File: config.mk
export PLATFORM = sky130hd
export DESIGN_NAME = multichannel_moving_average_flat
export DESIGN_NICKNAME = d
export VERILOG_FILES = /design/src/hdl/mma_pkg.sv /design/src/hdl/mma_req_if.sv /design/src/hdl/mma_rsp_if.sv /design/src/hdl/mma_div.sv /design/src/hdl/multichannel_moving_average.sv /design/src/flat_wrapper.sv
export SDC_FILE = /design/constraint.sdc
export NUM_CORES = 1
export LEC_CHECK = 0
export ABC_AREA = 0
export BUFFER_PORTS_ARGS = -buffer_cell sky130_fd_sc_hd__buf_2
export CORE_UTILIZATION = 25
export CTS_CLUSTER_DIAMETER = 80
export CTS_CLUSTER_SIZE = 8
export DETAILED_ROUTE_END_ITERATION = 12
export PLACE_DENSITY = 0.38
export SLEW_MARGIN = 25
export SYNTH_ARGS = -nofsm -noshare
export SYNTH_HDL_FRONTEND = slang
export SYNTH_HIERARCHICAL = 1
export SYNTH_SLANG_ARGS = --single-unit
File: constraint.sdc
create_clock -name clock -period 8.6 [get_ports clock]
set_clock_uncertainty 0.15 [all_clocks]
set_input_delay 0.43 -clock clock [delete_from_list [all_inputs] [get_ports clock]]
set_output_delay 0.43 -clock clock [all_outputs]
set_load 0.05 [all_outputs]
File: src/hdl/mma_pkg.sv
`default_nettype none

package mma_pkg;

   // Field widths of the channels
   localparam int CHANNEL_W = 4;
   localparam int SAMPLE_W = 16;

   // Running sum width: sixteen full-scale samples still fit
   localparam int SUM_W = 20;

   // Default configuration
   localparam int CHANNELS_DEF = 8;
   localparam int WINDOW_DEF = 5;

   // Per-item tag that travels alongside the arithmetic
   typedef struct packed {
      logic [SAMPLE_W-1:0] sample;
      logic                averaged;
      logic                bad_channel;
   } tag_type;

endpackage

`default_nettype wire

File: src/hdl/mma_req_if.sv
`default_nettype none

interface mma_req_if;
   logic                           valid;
   logic                           ready;
   logic [mma_pkg::CHANNEL_W-1:0]  channel;
   logic [mma_pkg::SAMPLE_W-1:0]   sample;

   modport source (output valid, output channel, output sample, input ready);
   modport sink (input valid, input channel, input sample, output ready);
endinterface

`default_nettype wire

File: src/hdl/mma_rsp_if.sv
`default_nettype none

interface mma_rsp_if;
   logic                          valid;
   logic                          ready;
   logic [mma_pkg::SAMPLE_W-1:0]  filtered;
   logic                          averaged;
   logic                          bad_channel;

   modport source (output valid, output filtered, output averaged, output bad_channel,
                   input ready);
   modport sink (input valid, input filtered, input averaged, input bad_channel,
                 output ready);
endinterface

`default_nettype wire

File: src/hdl/mma_div.sv
`default_nettype none

// Divide the window sum by WINDOW with a reciprocal multiply.
// With N = SUM_W and L = ceil(log2(WINDOW)), the multiplier ceil(2^(N+L)/WINDOW)
// gives the exact truncated quotient for every sum below 2^N.
module mma_div #(
   parameter int WINDOW = mma_pkg::WINDOW_DEF
) (
   input  wire logic                          clock,
   input  wire logic                          load,
   input  wire logic [mma_pkg::SUM_W-1:0]     sum,
   output logic      [mma_pkg::SAMPLE_W-1:0]  quotient
);

   localparam int L_W = $clog2(WINDOW);
   localparam int SHIFT = mma_pkg::SUM_W + L_W;
   localparam int RECIP_W = mma_pkg::SUM_W + 1;
   localparam int PROD_W = mma_pkg::SUM_W + RECIP_W;
   localparam longint RECIP_L = ((longint'(1) << SHIFT) + longint'(WINDOW) - 1) / WINDOW;
   localparam logic [RECIP_W-1:0] RECIP = RECIP_W'(RECIP_L);

   logic [PROD_W-1:0] prod_ff;

   // Register the product
   always_ff @(posedge clock) begin
      if (load) begin
         prod_ff <= PROD_W'(sum) * PROD_W'(RECIP);
      end
   end

   // Drop the fraction bits
   assign quotient = prod_ff[SHIFT +: mma_pkg::SAMPLE_W];

endmodule

`default_nettype wire

File: src/hdl/multichannel_moving_average.sv
`default_nettype none

// Per-channel boxcar moving average. Each item names a channel and carries a
// 16-bit sample; the result is the sample itself while that channel's window is
// still filling, and the truncated window average (sum / WINDOW) from the item
// that completes the window on, with averaged set. A channel at or above
// CHANNELS passes its sample through with bad_channel set and changes nothing.
// The block takes one item per clock cycle while results are taken; each result
// passes the stage 1, sum, product and output registers. The ring of samples
// and the running sums live in synchronous memories read at acceptance; the
// sum is updated in the stage after the read (forwarded when the same channel
// comes back to back) and divided by a registered reciprocal multiply. Fill
// counts and ring positions are held in flip-flops cleared by reset, so the
// block is ready in the first cycle after reset with no clearing pass.
module multichannel_moving_average #(
   parameter int CHANNELS = mma_pkg::CHANNELS_DEF,
   parameter int WINDOW = mma_pkg::WINDOW_DEF
) (
   input  wire logic   clock,
   input  wire logic   reset,
   mma_req_if.sink     req_chan,
   mma_rsp_if.source   rsp_chan
);

   localparam int CH_W = (CHANNELS > 1) ? $clog2(CHANNELS) : 1;
   localparam int FILL_W = $clog2(WINDOW + 1);
   localparam int SLOT_W = $clog2(WINDOW);
   localparam int DEPTH = CHANNELS * WINDOW;
   localparam int ADDR_W = $clog2(DEPTH);
   localparam int CMP_W = mma_pkg::CHANNEL_W + 1;
   localparam int SUM_W = mma_pkg::SUM_W;
   localparam int SAMPLE_W = mma_pkg::SAMPLE_W;

   // Pipeline enables, back to front
   logic en1, en2, en3, en4;
   logic req_fire;
   logic ch_good;
   logic [CH_W-1:0] ch_idx;

   // Per-channel fill count and oldest ring position
   logic [FILL_W-1:0] fill_ff [CHANNELS];
   logic [SLOT_W-1:0] slot_ff [CHANNELS];
   logic [FILL_W-1:0] fill_rd, fill_in;
   logic [SLOT_W-1:0] slot_rd, slot_in, slot_sel;
   logic              was_full, now_full;
   logic [ADDR_W-1:0] win_addr;

   // Ring and sum memories
   logic [SAMPLE_W-1:0] win_mem [DEPTH];
   logic [SUM_W-1:0]    sum_mem [CHANNELS];
   logic [SAMPLE_W-1:0] old_ff;
   logic [SUM_W-1:0]    sum_rd_ff;

   // Stage 1: memory data back, sum update
   logic                 s1_valid_ff;
   logic                 s1_good_ff;
   logic                 s1_first_ff;
   logic                 s1_sub_ff;
   logic [CH_W-1:0]      s1_ch_ff;
   mma_pkg::tag_type     s1_tag_ff;
   logic                 fwd_hit_ff;
   logic [SUM_W-1:0]     fwd_sum_ff;
   logic [SUM_W-1:0]     sum_base;
   logic [SUM_W-1:0]     sum_in;
   logic                 sum_we;

   // Stage 2: registered sum
   logic                 s2_valid_ff;
   mma_pkg::tag_type     s2_tag_ff;
   logic [SUM_W-1:0]     s2_sum_ff;

   // Stage 3: registered product
   logic                 s3_valid_ff;
   mma_pkg::tag_type     s3_tag_ff;
   logic [SAMPLE_W-1:0]  quotient;

   // Stage 4: output register
   logic                 out_valid_ff;
   logic [SAMPLE_W-1:0]  out_filtered_ff;
   logic                 out_averaged_ff;
   logic                 out_bad_ff;
   logic [SAMPLE_W-1:0]  out_filtered_in;

   // Advance each stage when the next one can take its item
   assign en4 = !out_valid_ff || rsp_chan.ready;
   assign en3 = !s3_valid_ff || en4;
   assign en2 = !s2_valid_ff || en3;
   assign en1 = !s1_valid_ff || en2;

   assign req_chan.ready = en1;
   assign req_fire = req_chan.valid && en1;

   // Decode the channel
   assign ch_good = {1'b0, req_chan.channel} < CMP_W'(CHANNELS);
   assign ch_idx = req_chan.channel[CH_W-1:0];

   // Look up ring position and form the ring address
   assign fill_rd = fill_ff[ch_idx];
   assign slot_rd = slot_ff[ch_idx];
   assign was_full = (fill_rd == FILL_W'(WINDOW));
   assign now_full = was_full || (fill_rd == FILL_W'(WINDOW - 1));
   assign slot_sel = was_full ? slot_rd : fill_rd[SLOT_W-1:0];
   assign win_addr = ADDR_W'(ch_idx) * ADDR_W'(WINDOW) + ADDR_W'(slot_sel);
   assign fill_in = fill_rd + 1'b1;
   assign slot_in = (slot_rd == SLOT_W'(WINDOW - 1)) ? '0 : slot_rd + 1'b1;

   // Advance fill count while filling, then the oldest position
   always_ff @(posedge clock) begin
      if (reset) begin
         for (int i = 0; i < CHANNELS; i++) begin
            fill_ff[i] <= '0;
            slot_ff[i] <= '0;
         end
      end else if (req_fire && ch_good) begin
         if (!was_full) begin
            fill_ff[ch_idx] <= fill_in;
         end else begin
            slot_ff[ch_idx] <= slot_in;
         end
      end
   end

   // Read the oldest sample and overwrite it in the same cycle
   always_ff @(posedge clock) begin
      if (req_fire && ch_good) begin
         old_ff <= win_mem[win_addr];
         win_mem[win_addr] <= req_chan.sample;
      end
   end

   // Read the channel sum at acceptance, write it back from stage 1
   always_ff @(posedge clock) begin
      if (req_fire && ch_good) begin
         sum_rd_ff <= sum_mem[ch_idx];
      end
      if (sum_we) begin
         sum_mem[s1_ch_ff] <= sum_in;
      end
   end

   // Stage 1 control
   always_ff @(posedge clock) begin
      if (reset) begin
         s1_valid_ff <= 1'b0;
         fwd_hit_ff <= 1'b0;
      end else if (en1) begin
         s1_valid_ff <= req_chan.valid;
         fwd_hit_ff <= req_chan.valid && ch_good && s1_valid_ff && s1_good_ff &&
                       (s1_ch_ff == ch_idx);
      end
   end

   // Stage 1 payload
   always_ff @(posedge clock) begin
      if (req_fire) begin
         s1_good_ff <= ch_good;
         s1_first_ff <= (fill_rd == '0);
         s1_sub_ff <= was_full;
         s1_ch_ff <= ch_idx;
         s1_tag_ff.sample <= req_chan.sample;
         s1_tag_ff.averaged <= ch_good && now_full;
         s1_tag_ff.bad_channel <= !ch_good;
      end
   end

   // Update the sum; take the previous item's result for the same channel
   assign sum_base = fwd_hit_ff ? fwd_sum_ff : (s1_first_ff ? '0 : sum_rd_ff);
   assign sum_in = sum_base + SUM_W'(s1_tag_ff.sample) - (s1_sub_ff ? SUM_W'(old_ff) : '0);
   assign sum_we = s1_valid_ff && s1_good_ff && en2;

   // Hold the last written sum for forwarding
   always_ff @(posedge clock) begin
      if (sum_we) begin
         fwd_sum_ff <= sum_in;
      end
   end

   // Stage 2
   always_ff @(posedge clock) begin
      if (reset) begin
         s2_valid_ff <= 1'b0;
      end else if (en2) begin
         s2_valid_ff <= s1_valid_ff;
      end
   end

   always_ff @(posedge clock) begin
      if (en2) begin
         s2_tag_ff <= s1_tag_ff;
         s2_sum_ff <= sum_in;
      end
   end

   // Stage 3: divide by the window length
   mma_div #(
      .WINDOW (WINDOW)
   ) u_div (
      .clock    (clock),
      .load     (en3),
      .sum      (s2_sum_ff),
      .quotient (quotient)
   );

   always_ff @(posedge clock) begin
      if (reset) begin
         s3_valid_ff <= 1'b0;
      end else if (en3) begin
         s3_valid_ff <= s2_valid_ff;
      end
   end

   always_ff @(posedge clock) begin
      if (en3) begin
         s3_tag_ff <= s2_tag_ff;
      end
   end

   // Stage 4: select average or raw sample into the output register
   assign out_filtered_in = s3_tag_ff.averaged ? quotient : s3_tag_ff.sample;

   always_ff @(posedge clock) begin
      if (reset) begin
         out_valid_ff <= 1'b0;
      end else if (en4) begin
         out_valid_ff <= s3_valid_ff;
      end
   end

   always_ff @(posedge clock) begin
      if (en4) begin
         out_filtered_ff <= out_filtered_in;
         out_averaged_ff <= s3_tag_ff.averaged;
         out_bad_ff <= s3_tag_ff.bad_channel;
      end
   end

   assign rsp_chan.valid = out_valid_ff;
   assign rsp_chan.filtered = out_filtered_ff;
   assign rsp_chan.averaged = out_averaged_ff;
   assign rsp_chan.bad_channel = out_bad_ff;

`ifndef NO_ASSERTIONS
   // Forwarding only ever comes from a valid in-range item in stage 1
   a_fwd_source: assert property (@(posedge clock) disable iff (reset)
      fwd_hit_ff |-> (s1_valid_ff && s1_good_ff))
      else $error("forwarding hit without an in-range stage 1 item");

   // An accepted item always lands in stage 1
   a_accept_lands: assert property (@(posedge clock) disable iff (reset)
      req_fire |=> s1_valid_ff)
      else $error("accepted item lost before stage 1");

   // Fill count saturates at the window length
   a_fill_bound: assert property (@(posedge clock) disable iff (reset)
      (req_fire && ch_good) |-> (fill_rd <= FILL_W'(WINDOW)))
      else $error("fill count beyond window length");

   // The oldest position only moves once the window is full
   a_slot_idle: assert property (@(posedge clock) disable iff (reset)
      (req_fire && ch_good && !was_full) |-> (slot_rd == '0))
      else $error("ring position moved while filling");

   // An out-of-range item never carries an average
   a_bad_raw: assert property (@(posedge clock) disable iff (reset)
      out_valid_ff |-> !(out_averaged_ff && out_bad_ff))
      else $error("average reported for a bad channel");
`endif

endmodule

`default_nettype wire
File: src/flat_wrapper.sv
// flat-port wrapper written by rule: the top's interface ports become plain ports
module multichannel_moving_average_flat 
#(
   parameter int CHANNELS = mma_pkg::CHANNELS_DEF,
   parameter int WINDOW = mma_pkg::WINDOW_DEF
)
  (clock, reset, req_chan_valid, req_chan_channel, req_chan_sample, req_chan_ready, rsp_chan_valid, rsp_chan_filtered, rsp_chan_averaged, rsp_chan_bad_channel, rsp_chan_ready);
  mma_req_if req_chan_i ();
  mma_rsp_if rsp_chan_i ();
  input  wire logic clock;
  input  wire logic reset;
  input wire logic [$bits(req_chan_i.valid)-1:0] req_chan_valid;
  input wire logic [$bits(req_chan_i.channel)-1:0] req_chan_channel;
  input wire logic [$bits(req_chan_i.sample)-1:0] req_chan_sample;
  output wire logic [$bits(req_chan_i.ready)-1:0] req_chan_ready;
  output wire logic [$bits(rsp_chan_i.valid)-1:0] rsp_chan_valid;
  output wire logic [$bits(rsp_chan_i.filtered)-1:0] rsp_chan_filtered;
  output wire logic [$bits(rsp_chan_i.averaged)-1:0] rsp_chan_averaged;
  output wire logic [$bits(rsp_chan_i.bad_channel)-1:0] rsp_chan_bad_channel;
  input wire logic [$bits(rsp_chan_i.ready)-1:0] rsp_chan_ready;
  assign req_chan_i.valid = req_chan_valid;
  assign req_chan_i.channel = req_chan_channel;
  assign req_chan_i.sample = req_chan_sample;
  assign req_chan_ready = req_chan_i.ready;
  assign rsp_chan_valid = rsp_chan_i.valid;
  assign rsp_chan_filtered = rsp_chan_i.filtered;
  assign rsp_chan_averaged = rsp_chan_i.averaged;
  assign rsp_chan_bad_channel = rsp_chan_i.bad_channel;
  assign rsp_chan_i.ready = rsp_chan_ready;
  multichannel_moving_average #(.CHANNELS(CHANNELS), .WINDOW(WINDOW)) u_core (.clock(clock), .reset(reset), .req_chan(req_chan_i), .rsp_chan(rsp_chan_i));
endmodule
Word-level counts from Yosys, hierarchy flattened
Memory sizes are Yosys's and may differ from the RTL's. A register that Yosys moved wholly into a read port is not among the register bits.
Index checks and enable logic that the tools add are counted.

word-level totals
  bits in registers = 161
  memory bits (writable) = 848
  input bits = 24
  output and inout port bits = 20
  word-level logic and storage cells = 88
  memories kept = 4

operators by class
  add/sub/neg operators = 5
  $mul = 2
  order comparisons = 1
  equal/unequal tests = 4
  multiplexer cells = 26
  reductions and logical operators = 22

memory list
  memory          words  width  rd ports  clocked after memory_dff  wr ports  RTL line                           source
  u_core.win_mem  40     16     1         1                         1         multichannel_moving_average.sv:49  logic [SAMPLE_W-1:0] win_mem [DEPTH];
  u_core.sum_mem  8      20     1         1                         1         multichannel_moving_average.sv:50  logic [SUM_W-1:0] sum_mem [CHANNELS];
  u_core.fill_ff  8      3      1         0                         8         multichannel_moving_average.sv:41  logic [FILL_W-1:0] fill_ff [CHANNELS];
  u_core.slot_ff  8      3      1         0                         8         multichannel_moving_average.sv:42  logic [SLOT_W-1:0] slot_ff [CHANNELS];

operators with widths
  cell                      count
  $mux W20                  2
  $mul A20 B20 Y38 const B  1
  $mux W16                  2
  $add A20 B16 Y20          1
  $sub A20 B20 Y20          1
  $mux W3                   6
  $mux W1                   16
  $eq A3 B3 Y1 const B      3
  $logic_and A1 B1 Y1       9
  $add A3 B1 Y3 const B     2
  $add A6 B3 Y6             1
  $mul A3 B3 Y6 const B     1
  $reduce_or A3 Y1          2
  $logic_not A1 Y1          5
  $logic_or A1 B1 Y1        5
  $lt A4 B4 Y1 const B      1
  $eq A3 B3 Y1              1
  $logic_not A3 Y1          1

Logic depth before layout (Yosys ltp)
Gate-level depths: netlist of the first run.

  depth in word-level cells = 12
  gate-level depth with buffers = 24
  gate-level depth less buffers = 21

Hierarchy
The synthesis of the first run kept the hierarchy.

by module, submodules not included
  module                       times used  cells each  area an instance (um2)  seq. area each (um2)
  multichannel_moving_average  1           2334        39666.8                 30189.0
  mma_div                      1           754         7627.3                  480.5

Worst setup path after synthesis of the first run
Ideal clock, no wire load.

  path kind = input port to flip-flop
  start = input port req_chan_channel[1]
  end = memory u_core.win_mem[25][0] (enable)
  library setup time = 0.388 ns
  arrival time = 5.399 ns
  required time = 8.062 ns
  path slack = 2.663 ns
  stages = 20
  buffers on the path = 7
  cells stage by stage = buf_6 -> buf_2 -> buf_1 -> mux2i_1 -> o22ai_1 -> a211oi_1 -> inv_1 -> ha_1 -> nor3b_4 -> mux2i_1 -> ha_1 -> ha_1 -> fa_1 -> buf_6 -> buf_2 -> nor3_1 -> clkbuf_1 -> clkbuf_1 -> nand2_1 -> nor2_1

between the ends
  word-level cells in the longest chain between the ends = 4
  elaborated cells between the ends (all ways) = 10
  those cells by class = 1 x add/sub; 1 x mul; 1 x order compare; 1 x eq/ne; 3 x mux; 1 x reduce/logical; 2 x memory

RTL lines
  what                       RTL line                            source
  from (decl)                flat_wrapper.sv:13                  input wire logic [$bits(req_chan_i.channel)-1:0] req_chan_channel;
  $mem_v2 Z8 W3              --
  $eq A3 B3 Y1               multichannel_moving_average.sv:100  assign was_full = (fill_rd == FILL_W'(WINDOW));
  named net u_core.was_full  multichannel_moving_average.sv:45   logic was_full, now_full;
  $mux W3                    multichannel_moving_average.sv:102  assign slot_sel = was_full ? slot_rd : fill_rd[SLOT_W-1:0];
  $add A6 B3 Y6              multichannel_moving_average.sv:103  assign win_addr = ADDR_W'(ch_idx) * ADDR_W'(WINDOW) + ADDR_W'(slot_sel);
  to (decl)                  multichannel_moving_average.sv:49

The timed path passes the listed nets, and every way through them passes these cells.

Worst setup path after layout of the first run
  start = input port req_chan_channel[2]
  end = register u_core.old_ff[12] (read register of u_core.win_mem), data pin

between the ends
  word-level cells in the longest chain between the ends = 4
  elaborated cells between the ends (all ways) = 8
  those cells by class = 1 x add/sub; 1 x mul; 1 x order compare; 1 x eq/ne; 1 x mux; 1 x reduce/logical; 2 x memory

RTL lines
  what                       RTL line                            source
  $mem_v2 Z8 W3              --
  $eq A3 B3 Y1               multichannel_moving_average.sv:100
  named net u_core.was_full  multichannel_moving_average.sv:45
  $mux W3                    multichannel_moving_average.sv:102
  $add A6 B3 Y6              multichannel_moving_average.sv:103
  to (decl)                  multichannel_moving_average.sv:51   logic [SAMPLE_W-1:0] old_ff;

The timed path passes the listed nets, and every way through them passes these cells.
A chain may end at the register's enable or synchronous reset.

==> flow_summary.html, run 1 <==
<table>
<tr><th>Metric</th><th>Value</th></tr>
<tr><th colspan="2">Synth</th></tr>
<tr><td>Number of flops mapped to enable cells by yosys</td><td>1018</td></tr>
<tr><td>Primary flip-flop cell chosen by synthesis mapping</td><td>edfxtp_1</td></tr>
<tr><td>Number of instances in the synthesized netlist</td><td>3088</td></tr>
<tr><td>Sequential-to-total area share from yosys stat</td><td>64.8%</td></tr>
<tr><td>Total of warnings raised by yosys</td><td>6</td></tr>
<tr><td>Syn Nets</td><td>3482</td></tr>
<tr><td>Average size of a mapped cell</td><td>15.3 sq um</td></tr>
<tr><td>Async set-reset flop share out of synthesis</td><td>0%</td></tr>
<tr><td>Count of state elements after synthesis</td><td>around 1.0k</td></tr>
<tr><td>Synthesized area</td><td>47300 sq um</td></tr>
<tr><td>Distinct cell type count of the synthesized netlist</td><td>92</td></tr>
<tr><th colspan="2">Worst setup path</th></tr>
<tr><td>Required arrival time at the worst endpoint</td><td>between 8 and 9 ns</td></tr>
<tr><td>CP Max Fanout</td><td>26</td></tr>
<tr><td>Critical Path Sink Type</td><td>register</td></tr>
<tr><td>Arrival time of data at the critical path endpoint</td><td>~7.8 ns</td></tr>
<tr><td>Worst Setup Start Kind</td><td>primary input</td></tr>
<tr><td>Worst setup path class</td><td>in -&gt; reg</td></tr>
<tr><th colspan="2">Floorplanning</th></tr>
<tr><td>Placeable core area</td><td>188000 sq um</td></tr>
<tr><td>Initial Utilization</td><td>25.2%</td></tr>
<tr><td>Top Ports</td><td>44</td></tr>
<tr><td>Horizontal extent of the die</td><td>between 400 and 500 um</td></tr>
<tr><td>Vertical die dimension</td><td>437 um</td></tr>
<tr><td>Floorplan row count</td><td>159</td></tr>
<tr><td>Full die area</td><td>191000 sq um</td></tr>
<tr><th colspan="2">Global route</th></tr>
<tr><td>Number of global-route vias before repair</td><td>28.6k</td></tr>
<tr><td>Number of antenna violations at the first check in global routing</td><td>22</td></tr>
<tr><td>Maximum number of pins on one net before global-route repair</td><td>42</td></tr>
<tr><td>GRT Util Overall</td><td>between 10% and 20%</td></tr>
<tr><td>Leftover overflow at the end of global routing</td><td>0</td></tr>
<tr><td>First-pass GRT wire length</td><td>around 220 mm</td></tr>
<tr><th colspan="2">Place</th></tr>
<tr><td>IO Port Bufs</td><td>43</td></tr>
<tr><td>Routability cong.</td><td>0.807</td></tr>
<tr><td>Detailed-placement wirelength estimate</td><td>102 mm</td></tr>
<tr><td>Cell area after placement</td><td>around 50000 sq um</td></tr>
<tr><th colspan="2">Timing</th></tr>
<tr><td>Hold Violations, Final</td><td>0</td></tr>
<tr><td>Post-route clock period utilization</td><td>86.0%</td></tr>
<tr><td>Count of final setup violators</td><td>0</td></tr>
<tr><td>Top achievable clock speed</td><td>between 100 and 150 MHz</td></tr>
<tr><td>Worst slew slack as a fraction of its limit</td><td>between 30% and 40%</td></tr>
<tr><td>Final Max Slew Viols</td><td>0</td></tr>
<tr><td>Unrepaired setup endpoints after global routing</td><td>false</td></tr>
<tr><td>Worst slew pin tran</td><td>between 1 and 1.5 ns</td></tr>
<tr><td>Post-layout min period</td><td>7.40 ns</td></tr>
<tr><td>Sum Neg Setup Slack</td><td>0 ns</td></tr>
<tr><th colspan="2">Finish</th></tr>
<tr><td>Fill cells</td><td>18.8k</td></tr>
<tr><td>Net count of the finished layout</td><td>approximately 3.7k</td></tr>
<tr><td>Layout Cell Area excl Fill</td><td>approximately 56000 sq um</td></tr>
<tr><td>Layout overhead on the synthesized area</td><td>17.8%</td></tr>
<tr><td>Fraction of final layout cells with drive strength greater than 1</td><td>17.1%</td></tr>
<tr><th colspan="2">Clocking</th></tr>
<tr><td>Insertion delay of the later-clocked pin in the worst-skew pair</td><td>0.81 ns</td></tr>
<tr><td>Clock-pin slew of the registers on the worst-case setup and hold paths</td><td>0.05 ns</td></tr>
<tr><td>Clock tree root driver cell</td><td>clkbuf_16</td></tr>
<tr><td>Post-CTS Setup Inserts</td><td>0</td></tr>
<tr><td>Clk sinks</td><td>1023</td></tr>
<tr><td>CTS tree</td><td>built</td></tr>
<tr><td>Clock buffer count from CTS</td><td>around 150</td></tr>
<tr><td>Number of buffers on the longest clock path</td><td>3</td></tr>
<tr><td>Count of H-tree levels built during CTS</td><td>4</td></tr>
<tr><th colspan="2">Flow run</th></tr>
<tr><td># Max-Cap Violations</td><td>0</td></tr>
<tr><th colspan="2">Routing</th></tr>
<tr><td>ANT nets after route</td><td>0</td></tr>
<tr><td>Number of iterations in the first detailed-routing pass</td><td>11</td></tr>
<tr><td>Vias per Instance</td><td>4.71</td></tr>
<tr><td>Count of unresolved DRC violations after routing</td><td>4</td></tr>
<tr><td>Total detailed-routing wirelength</td><td>156 mm</td></tr>
<tr><td>Routed WL per cell</td><td>approximately 27 um</td></tr>
<tr><td>Detailed router's first-iteration violation count</td><td>2273</td></tr>
<tr><td>Total number of vias</td><td>27.4k</td></tr>
<tr><th colspan="2">Run status</th></tr>
<tr><td>Violations in the final reports</td><td>DRC</td></tr>
<tr><td>Outcome</td><td>finished, violations left</td></tr>
<tr><th colspan="2">Min path</th></tr>
<tr><td>HP Class</td><td>in -&gt; reg</td></tr>
</table>
-- what timing repair did --
item / CTS / global route
hold endpoints to repair: 18 / 16
hold buffers: 8 / 1
setup endpoints to repair: 0 / 0
gates resized for setup: 0 / 0
-- state kept, by name, summed over array words and instances, names as in the netlist, 18 cells and up --
register and flops:
u_core/s2_tag_ff 18, u_core/slot_ff 24, u_core/fill_ff 24, u_core/s2_sum_ff 20, u_core/sum_rd_ff 20, u_core/fwd_sum_ff 20
u_core/sum_mem 160, u_core/win_mem 640, u_core/s1_tag_ff 18, u_core/s3_tag_ff 18
-- cell usage after synthesis, types with 33 or more instances --
master    instances  share of area, %
nor2_1          169               1.3
buf_2            37              0.39
a22oi_1         173               2.7
nand2_1         101              0.80
a21o_1           34              0.54
mux2_2           80               1.9
fa_1            147               6.2
and2_1           33              0.44
clkbuf_1         73              0.58
mux2i_1          42              0.89
a21oi_1          92              0.97
edfxtp_1       1018                65
ha_1            223               5.9
o21ai_0          55              0.58
a221oi_1         59               1.1
inv_1           264               2.1
-- through the flow --
step / hold WS, ns / utilization, % / worst slack (ns) / std cells
finish: 0.0158 / 29.7 / 1.20 / 5816
CTS: 0.00810 / 29.6 / 1.22 / 5810
floorplan: 0.250 / - / 2.66 / 3088
detailed placement: 0.255 / 27.3 / 0.850 / 5623
global placement: 0.253 / 27.3 / 0.626 / 5622
global route: 0.00491 / 29.7 / 0.939 / 5814
-- critical path, cell delays in order --
cell and delay [ns]:
dlygate4sd3_1 0.53, buf_2 0.29, inv_2 0.24, nor2_2 0.06, buf_4 0.24, a22oi_1 0.21, nand2_1 0.08, a211oi_1 0.51
ha_1 0.31, nor3b_4 0.40, mux2i_1 0.23, ha_1 0.27, ha_4 0.18, fa_4 0.95, buf_4 0.36, nor2b_2 0.19
buf_4 0.20, a22oi_1 0.34, o22ai_1 0.14, a2111oi_1 0.89, a211oi_1 0.10, or4_1 0.54
-- final timing paths --
kind | endpoint | from | slack, ns | cells after the start
worst max-delay path | u_core/old_ff[12] | req_chan_channel[2] | 1.20 | 22
worst min-delay path | u_core/win_mem[28][6] | req_chan_sample[6] | 0.02 | 1
worst max register to register | u_core/u_div/prod_ff[32] | u_core/s2_sum_ff[8] | 1.79 | 17
worst min register to register | u_core/s3_tag_ff[15] | u_core/s2_tag_ff[15] | 0.27 | 0
-- kinds of logic (layout without fill, tap and decap cells) --
logic type      count (synthesis)  count (layout)  share of synthesized area (%)
mux                           146             146                           3.93
other cells                     0               3                              0
buf+inv                       399             629                           3.39
flops                        1023            1023                           64.8
fa+ha+maj                     370             370                           12.1
compound gates                632             632                           9.87
simple gates                  461             461                           4.79
xor+xnor                       57              57                           1.06
-- cells in the final DEF, fill, tap and decap left out, types with 34 or more instances in the layout --
cell type and count:
buf_2 36, nor2_2 55, buf_4 135, edfxtp_1 1018
and2_1 34, clkbuf_16 149, fa_1 146, a221oi_1 59
inv_1 261, a21o_1 34, nand2_1 100, ha_1 221
a21oi_1 91, nor2_1 118, mux2_2 80, mux2i_1 42
a22oi_1 173, o21ai_0 54
-- cell type report --
cell class | instances | area (sq um) | area share (%)
antenna | 3 | 7.51 | 0.0135
clock buffer | 157 | 3760 | 6.75
clock inverter | 22 | 429 | 0.770
inverter | 265 | 995 | 1.79
multi-input combinational | 1666 | 15300 | 27.5
sequential | 1023 | 30700 | 55.1
tap | 2495 | 3120 | 5.60
timing repair buffer | 185 | 1380 | 2.48
-- routing by layer --
| layer | GRT usage (%) | routed length, um | up-vias |
|---|---|---|---|
| li1 | - | - | 12200 |
| met3 | 3.45 | 8400 | 238 |
| met1 | 21.2 | 68500 | 14200 |
| met4 | 5.46 | 4810 | 6 |
| met5 | 0 | 35 | - |
| met2 | 26.7 | 74800 | 809 |
Power of run 1 is left out: the tool's default activity adds up to more than one toggle a clock period on the data nets, which glitch-free logic cannot reach.
==> inputs of run 2 (changes only) <==
--- a/config.mk
+++ b/config.mk
@@ -7,6 +7,7 @@
 export LEC_CHECK = 0
 export ABC_AREA = 0
 export BUFFER_PORTS_ARGS = -buffer_cell sky130_fd_sc_hd__buf_2
+export CORE_MARGIN = 8
 export CORE_UTILIZATION = 25
 export CTS_CLUSTER_DIAMETER = 80
 export CTS_CLUSTER_SIZE = 8
==> flow_summary.html, run 2 (synthesis results as in run 1) <==
<table>
<tr><th>Metric</th><th>Value</th></tr>
<tr><th colspan="2">Timing</th></tr>
<tr><td>Post-route clock period utilization</td><td>84.9% (was 86.0%)</td></tr>
<tr><td>Worst slew pin tran</td><td>1.05 ns (was 1.01 ns)</td></tr>
<tr><td>Count of final setup violators</td><td>0 (unchanged)</td></tr>
<tr><td>Unrepaired setup endpoints after global routing</td><td>false (unchanged)</td></tr>
<tr><td>Final Max Slew Viols</td><td>0 (unchanged)</td></tr>
<tr><td>Top achievable clock speed</td><td>137 MHz (was 135 MHz)</td></tr>
<tr><td>Worst slew slack as a fraction of its limit</td><td>29.7% (was 32.4%)</td></tr>
<tr><td>Final-layout worst hold slack</td><td>0.0159 ns (was 0.0158 ns)</td></tr>
<tr><td>Hold Violations, Final</td><td>0 (unchanged)</td></tr>
<tr><td>Post-layout min period</td><td>7.30 ns (was 7.40 ns)</td></tr>
<tr><td>Sum Neg Setup Slack</td><td>0 ns (unchanged)</td></tr>
<tr><th colspan="2">Routing</th></tr>
<tr><td>Vias per Instance</td><td>4.75 (was 4.71)</td></tr>
<tr><td>Uppermost metal layer occupied by signal nets</td><td>met5 (unchanged)</td></tr>
<tr><td>Total detailed-routing wirelength</td><td>157 mm (was 156 mm)</td></tr>
<tr><td>ANT nets after route</td><td>0 (unchanged)</td></tr>
<tr><td>Number of iterations in the first detailed-routing pass</td><td>8 (was 11)</td></tr>
<tr><td>Routed WL per cell</td><td>26.9 um (about the same)</td></tr>
<tr><td>Count of unresolved DRC violations after routing</td><td>0 (was 4)</td></tr>
<tr><td>Met1 Wirelength</td><td>70.2 mm (was 68.5 mm)</td></tr>
<tr><td>Met3 Wirelength</td><td>6.56 mm (was 8.40 mm)</td></tr>
<tr><td>Routed length on met2</td><td>76.3 mm (was 74.8 mm)</td></tr>
<tr><td>Detailed router's first-iteration violation count</td><td>2162 (was 2273)</td></tr>
<tr><td>Total number of vias</td><td>27.7k (was 27.4k)</td></tr>
<tr><th colspan="2">Floorplanning</th></tr>
<tr><td>Top Ports</td><td>44 (unchanged)</td></tr>
<tr><td>Floorplan row count</td><td>159 (unchanged)</td></tr>
<tr><td>Full die area</td><td>203000 sq um (was 191000 sq um)</td></tr>
<tr><td>Placeable core area</td><td>188000 sq um (unchanged)</td></tr>
<tr><td>Initial Utilization</td><td>25.2% (unchanged)</td></tr>
<tr><td>Horizontal extent of the die</td><td>451 um (was 437 um)</td></tr>
<tr><td>Vertical die dimension</td><td>451 um (was 437 um)</td></tr>
<tr><th colspan="2">Global route</th></tr>
<tr><td>GRT Util Overall</td><td>15.0% (was 16.3%)</td></tr>
<tr><td>Number of global-route vias before repair</td><td>28.9k (was 28.6k)</td></tr>
<tr><td>Number of antenna violations at the first check in global routing</td><td>13 (was 22)</td></tr>
<tr><td>First-pass GRT wire length</td><td>222 mm (was 220 mm)</td></tr>
<tr><td>Maximum number of pins on one net before global-route repair</td><td>43 (was 42)</td></tr>
<tr><td>Leftover overflow at the end of global routing</td><td>0 (unchanged)</td></tr>
<tr><th colspan="2">Clocking</th></tr>
<tr><td>Number of buffers on the longest clock path</td><td>3 (unchanged)</td></tr>
<tr><td>Count of H-tree levels built during CTS</td><td>4 (unchanged)</td></tr>
<tr><td>Insertion delay of the later-clocked pin in the worst-skew pair</td><td>0.81 ns (about the same)</td></tr>
<tr><td>Clock-pin slew of the registers on the worst-case setup and hold paths</td><td>0.05 ns (about the same)</td></tr>
<tr><td>Clk sinks</td><td>1023 (unchanged)</td></tr>
<tr><td>Post-CTS Setup Inserts</td><td>0 (unchanged)</td></tr>
<tr><td>CTS tree</td><td>built (unchanged)</td></tr>
<tr><td>Clock buffer count from CTS</td><td>151 (was 149)</td></tr>
<tr><td>Clock tree root driver cell</td><td>clkbuf_16 (unchanged)</td></tr>
<tr><th colspan="2">Place</th></tr>
<tr><td>Detailed-placement wirelength estimate</td><td>102 mm (about the same)</td></tr>
<tr><td>IO Port Bufs</td><td>43 (unchanged)</td></tr>
<tr><td>Number of placed instances with taps included</td><td>5620 (was 5623)</td></tr>
<tr><td>Cell area after placement</td><td>51400 sq um (about the same)</td></tr>
<tr><td>Routability cong.</td><td>0.811 (was 0.807)</td></tr>
<tr><th colspan="2">Finish</th></tr>
<tr><td>Fraction of final layout cells with drive strength greater than 1</td><td>16.9% (was 17.1%)</td></tr>
<tr><td>Number of flip-flops under the largest register name</td><td>640 (unchanged)</td></tr>
<tr><td>Area of all sequential standard cells</td><td>30700 sq um (unchanged)</td></tr>
<tr><td>Multi-input combinational cell area</td><td>15300 sq um (about the same)</td></tr>
<tr><td>Layout Cell Area excl Fill</td><td>55900 sq um (was 55700 sq um)</td></tr>
<tr><td>Net count of the finished layout</td><td>3681 (was 3684)</td></tr>
<tr><td>Layout overhead on the synthesized area</td><td>18.1% (was 17.8%)</td></tr>
<tr><td>Largest Register</td><td>u_core/win_mem (unchanged)</td></tr>
<tr><td>Non-filler instance count after layout</td><td>5826 (was 5816)</td></tr>
<tr><td>Fill cells</td><td>18.8k (about the same)</td></tr>
<tr><td>Most common library cell in the layout ignoring fill and taps</td><td>edfxtp_1 (unchanged)</td></tr>
<tr><td>Most used cells in the layout excluding fill and tap cells</td><td>edfxtp_1, inv_1, ha_1, a22oi_1, clkbuf_16 (unchanged)</td></tr>
<tr><td>Registers with the most flip-flops</td><td>u_core/win_mem (640), u_core/sum_mem (160) (unchanged)</td></tr>
<tr><th colspan="2">Worst setup path</th></tr>
<tr><td>Cell Chain, Critical Path</td><td>dlygate4sd3_1, buf_2, inv_2, nor2_2, buf_4, a22oi_1, nand2_1, a211oi_1, ha_1, nor3b_4, mux2i_1, ha_1, ha_4, fa_4, buf_12, nor2_2, buf_4, a22oi_1, nor2_1, a221oi_1, o22ai_1, or3b_1 (was dlygate4sd3_1, buf_2, inv_2, nor2_2, buf_4, a22oi_1, nand2_1, a211oi_1, ha_1, nor3b_4, mux2i_1, ha_1, ha_4, fa_4, buf_4, nor2b_2, buf_4, a22oi_1, o22ai_1, a2111oi_1, a211oi_1, or4_1)</td></tr>
<tr><td>Worst setup path class</td><td>in -&gt; reg (unchanged)</td></tr>
<tr><td>Critical Path Sink Type</td><td>register (unchanged)</td></tr>
<tr><td>CP Max Fanout</td><td>26 (unchanged)</td></tr>
<tr><td>Worst Setup Start Kind</td><td>primary input (unchanged)</td></tr>
<tr><td>Required arrival time at the worst endpoint</td><td>8.98 ns (was 8.97 ns)</td></tr>
<tr><td>Largest stage delay, worst path</td><td>1.21 ns (was 0.95 ns)</td></tr>
<tr><td>Max stage delay cell, worst path</td><td>fa_4 (unchanged)</td></tr>
<tr><td>Arrival time of data at the critical path endpoint</td><td>7.69 ns (was 7.77 ns)</td></tr>
<tr><th colspan="2">Flow run</th></tr>
<tr><td># Max-Cap Violations</td><td>0 (unchanged)</td></tr>
<tr><th colspan="2">Run status</th></tr>
<tr><td>Outcome</td><td>completed (was finished, violations left)</td></tr>
<tr><th colspan="2">Min path</th></tr>
<tr><td>HP Class</td><td>in -&gt; reg (unchanged)</td></tr>
</table>
[run 2: cell count changes in the layout (fill, tap and decap cells not counted), sizes merged]
| cell | delta |
|---|---|
| inv | -2 |
| diode | +2 |
| bufinv | +2 |
| buf | -5 |
| clkinvlp | -3 |
| clkinv | +7 |
| clkbuf | +9 |
[run 2: metal layers]
metal  vias to the layer above  global-route usage, %
met5                         -                      0
met4                         2                   3.92
met3                       206                   2.39
met2                       697                   25.5
met1                     14600                   20.1
li1                      12200                      -
[run 2: worst paths after layout]
check | startpoint | endpoint | slack, ns | cells past startpoint
setup / recovery | req_chan_channel[2] | u_core/old_ff[4] | 1.30 | 22
hold / removal | req_chan_sample[0] | u_core/win_mem[27][0] | 0.02 | 1
setup reg to reg | u_core/s2_sum_ff[8] | u_core/u_div/prod_ff[32] | 1.90 | 21
hold reg to reg | u_core/s2_tag_ff[4] | u_core/s3_tag_ff[4] | 0.25 | 0
[run 2: final cells by class]
type                       count  share of cell area, %
clock buffer                 166                   6.86
clock inverter                26                  0.981
antenna                        5                 0.0224
multi-input combinational   1666                   27.4
sequential                  1023                   54.9
tap                         2495                   5.59
timing repair buffer         180                   2.42
inverter                     265                   1.78
[run 2: worst max-delay path: cells and delay by family]
kind                       cells  cell delay [ns]
buffers and inverters          6             1.87
AOI/OAI and AO/OA              5             1.86
adders and majority gates      4             1.98
muxes                          1             0.24
and+or+nand+nor                6             1.26
[run 2: through the flow]
step,setup slack (ns),utilization [%]
floorplan,2.66,-
global placement,1.00,27.3
detailed placement,0.912,27.4
CTS,1.27,29.7
global route,0.901,29.7
finish,1.30,29.7
[run 2: timing repair]
action | 4_1_cts | 5_1_grt
gates resized for setup | 0 | 0
hold endpoints to repair | 14 | 0
hold buffers | 9 | 0
Power of run 2 is left out for the same reason.
